==> src/rtl/bbsk_pkg.sv <==
package bbsk_pkg;

  // channel width and derived datapath widths
  localparam int CH_W  = 16;
  localparam int SUM_W = CH_W + 2;
  localparam int S_W   = CH_W + 1;
  localparam int MUL_W = 2 * S_W;
  localparam int DEN_W = 2 * CH_W + 2;
  localparam int NUM_W = CH_W + MUL_W;

  // pipeline latency
  localparam int FRONT_LAT = 5;
  localparam int DIV_LAT   = CH_W + 1;
  localparam int PIPE_LAT  = FRONT_LAT + DIV_LAT + 1;

  localparam logic [CH_W-1:0] CH_MAX     = '1;
  localparam logic [CH_W-1:0] THRESH_RST = 16'd4096;
  localparam logic [CH_W-1:0] KNEE_RST   = 16'd2458;

  typedef enum logic [1:0] {
    CFG_THRESH = 2'd0,
    CFG_KNEE   = 2'd1
  } cfg_idx_e;

  typedef struct packed {
    logic [CH_W-1:0] p00_red;
    logic [CH_W-1:0] p00_green;
    logic [CH_W-1:0] p00_blue;
    logic [CH_W-1:0] p01_red;
    logic [CH_W-1:0] p01_green;
    logic [CH_W-1:0] p01_blue;
    logic [CH_W-1:0] p10_red;
    logic [CH_W-1:0] p10_green;
    logic [CH_W-1:0] p10_blue;
    logic [CH_W-1:0] p11_red;
    logic [CH_W-1:0] p11_green;
    logic [CH_W-1:0] p11_blue;
  } bbsk_pix_t;

  typedef struct packed {
    logic [CH_W-1:0] out_red;
    logic [CH_W-1:0] out_green;
    logic [CH_W-1:0] out_blue;
  } bbsk_res_t;

  typedef struct packed {
    logic [CH_W-1:0] thresh;
    logic [CH_W-1:0] knee;
  } bbsk_cfg_t;

  // per-channel numerator and shared denominator handed to the dividers
  typedef struct packed {
    logic [NUM_W-1:0] num_r;
    logic [NUM_W-1:0] num_g;
    logic [NUM_W-1:0] num_b;
    logic [DEN_W-1:0] den;
  } bbsk_mid_t;

endpackage

==> src/rtl/bbsk_div.sv <==
module bbsk_div import bbsk_pkg::*; (
  input  logic             clk_i,
  input  logic [NUM_W-1:0] num_i,
  input  logic [DEN_W-1:0] den_i,
  output logic [CH_W-1:0]  quo_o
);

  logic [NUM_W-1:0] rem_d [DIV_LAT];
  logic [NUM_W-1:0] rem_q [DIV_LAT];
  logic [DEN_W-1:0] den_d [DIV_LAT];
  logic [DEN_W-1:0] den_q [DIV_LAT];
  logic [CH_W-1:0]  quo_d [DIV_LAT];
  logic [CH_W-1:0]  quo_q [DIV_LAT];
  logic             ovf_d [DIV_LAT];
  logic             ovf_q [DIV_LAT];

  // first stage flags a quotient past the channel range, then one
  // restoring step per stage from the top quotient bit down
  always_comb begin
    logic [NUM_W-1:0] cand;
    rem_d[0] = num_i;
    den_d[0] = den_i;
    quo_d[0] = '0;
    ovf_d[0] = num_i >= (NUM_W'(den_i) << CH_W);
    for (int j = 1; j < DIV_LAT; j++) begin
      cand     = NUM_W'(den_q[j-1]) << (CH_W - j);
      den_d[j] = den_q[j-1];
      ovf_d[j] = ovf_q[j-1];
      quo_d[j] = quo_q[j-1];
      if (rem_q[j-1] >= cand) begin
        rem_d[j]          = rem_q[j-1] - cand;
        quo_d[j][CH_W-j]  = 1'b1;
      end else begin
        rem_d[j] = rem_q[j-1];
      end
    end
  end

  always_ff @(posedge clk_i) begin
    rem_q <= rem_d;
    den_q <= den_d;
    quo_q <= quo_d;
    ovf_q <= ovf_d;
  end

  assign quo_o = ovf_q[DIV_LAT-1] ? CH_MAX : quo_q[DIV_LAT-1];

endmodule

==> config.mk <==
export PLATFORM = sky130hd
export DESIGN_NAME = bbsk_div
export DESIGN_NICKNAME = d
export VERILOG_FILES = /design/src/rtl/bbsk_pkg.sv /design/src/rtl/bbsk_div.sv
export SDC_FILE = /design/constraint.sdc
export NUM_CORES = 2
export LEC_CHECK = 0
export BUFFER_PORTS_ARGS = -buffer_cell sky130_fd_sc_hd__clkbuf_2
export CAP_MARGIN = 20
export CORE_MARGIN = 2
export CORE_UTILIZATION = 38
export DETAILED_ROUTE_END_ITERATION = 12
export PLACE_DENSITY = 0.5
export SLEW_MARGIN = 5
export SYNTH_ARGS = -nofsm -noshare
export SYNTH_HDL_FRONTEND = slang
export SYNTH_SLANG_ARGS = --single-unit
==> constraint.sdc <==
create_clock -name clk_i -period 6 [get_ports clk_i]
set_input_delay 1.2 -clock clk_i [delete_from_list [all_inputs] [get_ports clk_i]]
set_output_delay 1.2 -clock clk_i [all_outputs]
set_load 0.05 [all_outputs]
==> run metrics <==
synthesized cell area 68,600 um2; nets@finish 8,385; Critical Path Start rem_q[152]$_DFF_P_; initial drt markers 2,523; Residual DRC 0; clock transition at the registers of the reported paths 0.06 ns; Sum Neg Setup Slack 0 ns; Final Total Pwr 44.2 mW; CTS hold repair buffers 0; crit path launch type flop; crit share post-route 74.9%; top cell type's share of synthesized area 43.7%; Crit path largest cell delay 0.66 ns; HPWL Detailed 140,000 um; PnR worst setup slack 1.51 ns; drt via density 5.05; FF+latch count, synth 1,497; area of the multi-input gates 35,200 um2; Netlist cell types 95; P&R area growth vs syn 12.9%; most frequent cell after synthesis dfxtp_1; Die Area 184,000 um2; pwr/cell area 571 nW/um2; fill count 17,400; Core Region 179,000 um2; port bufs 100; Post-synth EDFFs 0; FF+latch area 30,000 um2; post-route ant nets 0; cts bufs inserted 169; Setup crit end kind flop; CP cell instances inv_1, ha_1, inv_1, fa_1, a21o_1, a21oi_1, o21ai_0, nor4bb_1, o21ai_0, o21ai_1, a221oi_4, buf_12, mux2_2; RSZ-0062 raised after global routing false; reg-to-reg startpoint rem_q[152]$_DFF_P_; sequential share of the synthesized area 43.7%; Peak Freq 0.222 GHz; CP Data Arrival Time 5.18 ns; Layout Skew 0.0275 ns; via count 51,600; clock root buffer master clkbuf_16; minimum clock period 4.49 ns; Yosys top cell by area dfxtp_1; die width 429 um; Synth Instances 7,619; Cell Rows 155; layout cells sized above 1 7.13%; average wire per standard cell 17.2 um; peak supply drop 330 uV; final setup violating endpoints 0; Skew-Pair Late Insertion Delay 0.81 ns; Slew Limit Fails 0; critical path's slowest cell o21ai_0; max_cap viols 0; routed wire length 176,000 um; CP Class flop to flop; Detailed Routing Iterations Pass 1 6; critical path's top delay family compound AO/OA/AOI/OAI gates; buffer and inverter count on the worst path 3; Synth async-reset ratio 0%; post-CTS setup buffers 0; CTS Buffer Depth 3; GR Overflow Total 0; endpoints failing hold 0; crit path max fanout 66; CTS tree built; top post-synthesis cells by area dfxtp_1 (44%), ha_1 (11%), a21oi_1 (4.8%); number of warnings issued by yosys 0; Post-Syn Area per Cell 9.00 um2; post-synth net total 8,297; most frequent cells after synthesis dfxtp_1 (1,497), inv_1 (719), a21oi_1 (655); initial antenna violation count 6; largest net degree at the start of global routing 71; GRT Total Usage 18.7%; critical path data required time 6.68 ns; RePlAce Congestion 0.915; status completed; first-pass GRT wire length 276,000 um; Leak 34.8 nW; min-delay src ovf_d[2]$_DFF_P_; pre-CTS setup slack 1.55 ns; num ports 101; die height 429 um; CTS H-tree lvls 4; number of global-route vias before repair 53,300; clock sink total 1,497; CTS resizes 0; Slew @ Worst Pin 1.21 ns; max_slew headroom 18.7%; Initial Utilization 38.3%; predominant post-synthesis flop cell dfxtp_1; min-delay worst type flop to flop
power by group:
group	total [mW]	internal (mW)	leakage, nW	switching, mW
Combinational	19.2	8.17	19.3	11.0
Clock	10.5	6.30	2.84	4.17
Sequential	14.5	12.8	12.6	1.78
Total	44.2	27.2	34.8	16.9
worst paths after layout:
check	cells after the start	to	slack (ns)
setup / recovery	13	rem_q[105]$_DFF_P_	1.51
setup reg to reg	13	rem_q[105]$_DFF_P_	1.51
hold reg to reg	0	ovf_d[1]$_DFF_P_	0.32
hold / removal	0	ovf_d[1]$_DFF_P_	0.32
final cells by class:
type / instances / share of cell area (%)
clock buffers: 245 / 6.51
inverters: 720 / 3.49
repair buffers: 135 / 1.12
flip-flops and latches: 1497 / 38.7
well taps: 2355 / 3.81
multi-input cells: 5184 / 45.4
clock inverters: 58 / 0.923
diodes: 9 / 0.0291
state kept, by name, indices dropped and copies added (netlist names):
name and count:
rem_q 800, quo_d 120, ovf_q 1, ovf_d 16
den_d 544, quo_q 16
layout by cell type (no fill, tap or decap), types with 171 or more instances in the layout:
| cell type | Yosys | final |
|---|---|---|
| ha_1 | 578 | 578 |
| inv_1 | 719 | 719 |
| nor2_1 | 421 | 421 |
| a21oi_1 | 655 | 652 |
| clkbuf_16 | 0 | 171 |
| a21o_1 | 311 | 310 |
| o21ai_0 | 588 | 588 |
| nand2_1 | 653 | 653 |
| xnor2_1 | 295 | 295 |
| xor2_1 | 262 | 262 |
| dfxtp_1 | 1497 | 1497 |
metrics by stage:
| step | hold WS [ns] | cells | utilization, % | cell area (um2) |
|---|---|---|---|---|
| floorplan | 0.310 | 7619 | - | 68600 |
| global placement | 0.310 | 9890 | 40.1 | 71600 |
| detailed placement | 0.312 | 9891 | 40.1 | 71600 |
| CTS | 0.320 | 10200 | 43.3 | 77400 |
| global route | 0.326 | 10200 | 43.3 | 77400 |
| finish | 0.316 | 10200 | 43.3 | 77400 |
per-layer routing:
metal  share of wire [%]  global-route usage, %  vias to the layer above
li1                    -                      -                    26700
met1                  38                   18.2                    23300
met2                  51                   35.7                     1034
met3                 2.8                   2.55                      556
met4                 8.1                   13.9                        0
met5                   0                      0                        -
cell families after synthesis:
| group | share of synthesized area (%) |
|---|---|
| xor+xnor | 7.11 |
| simple gates | 13.2 |
| mux | 0.965 |
| compound gates | 18.8 |
| buf+inv | 5.22 |
| fa+ha+maj | 11.0 |
| flops | 43.7 |
(Power assumes the default switching activity.)
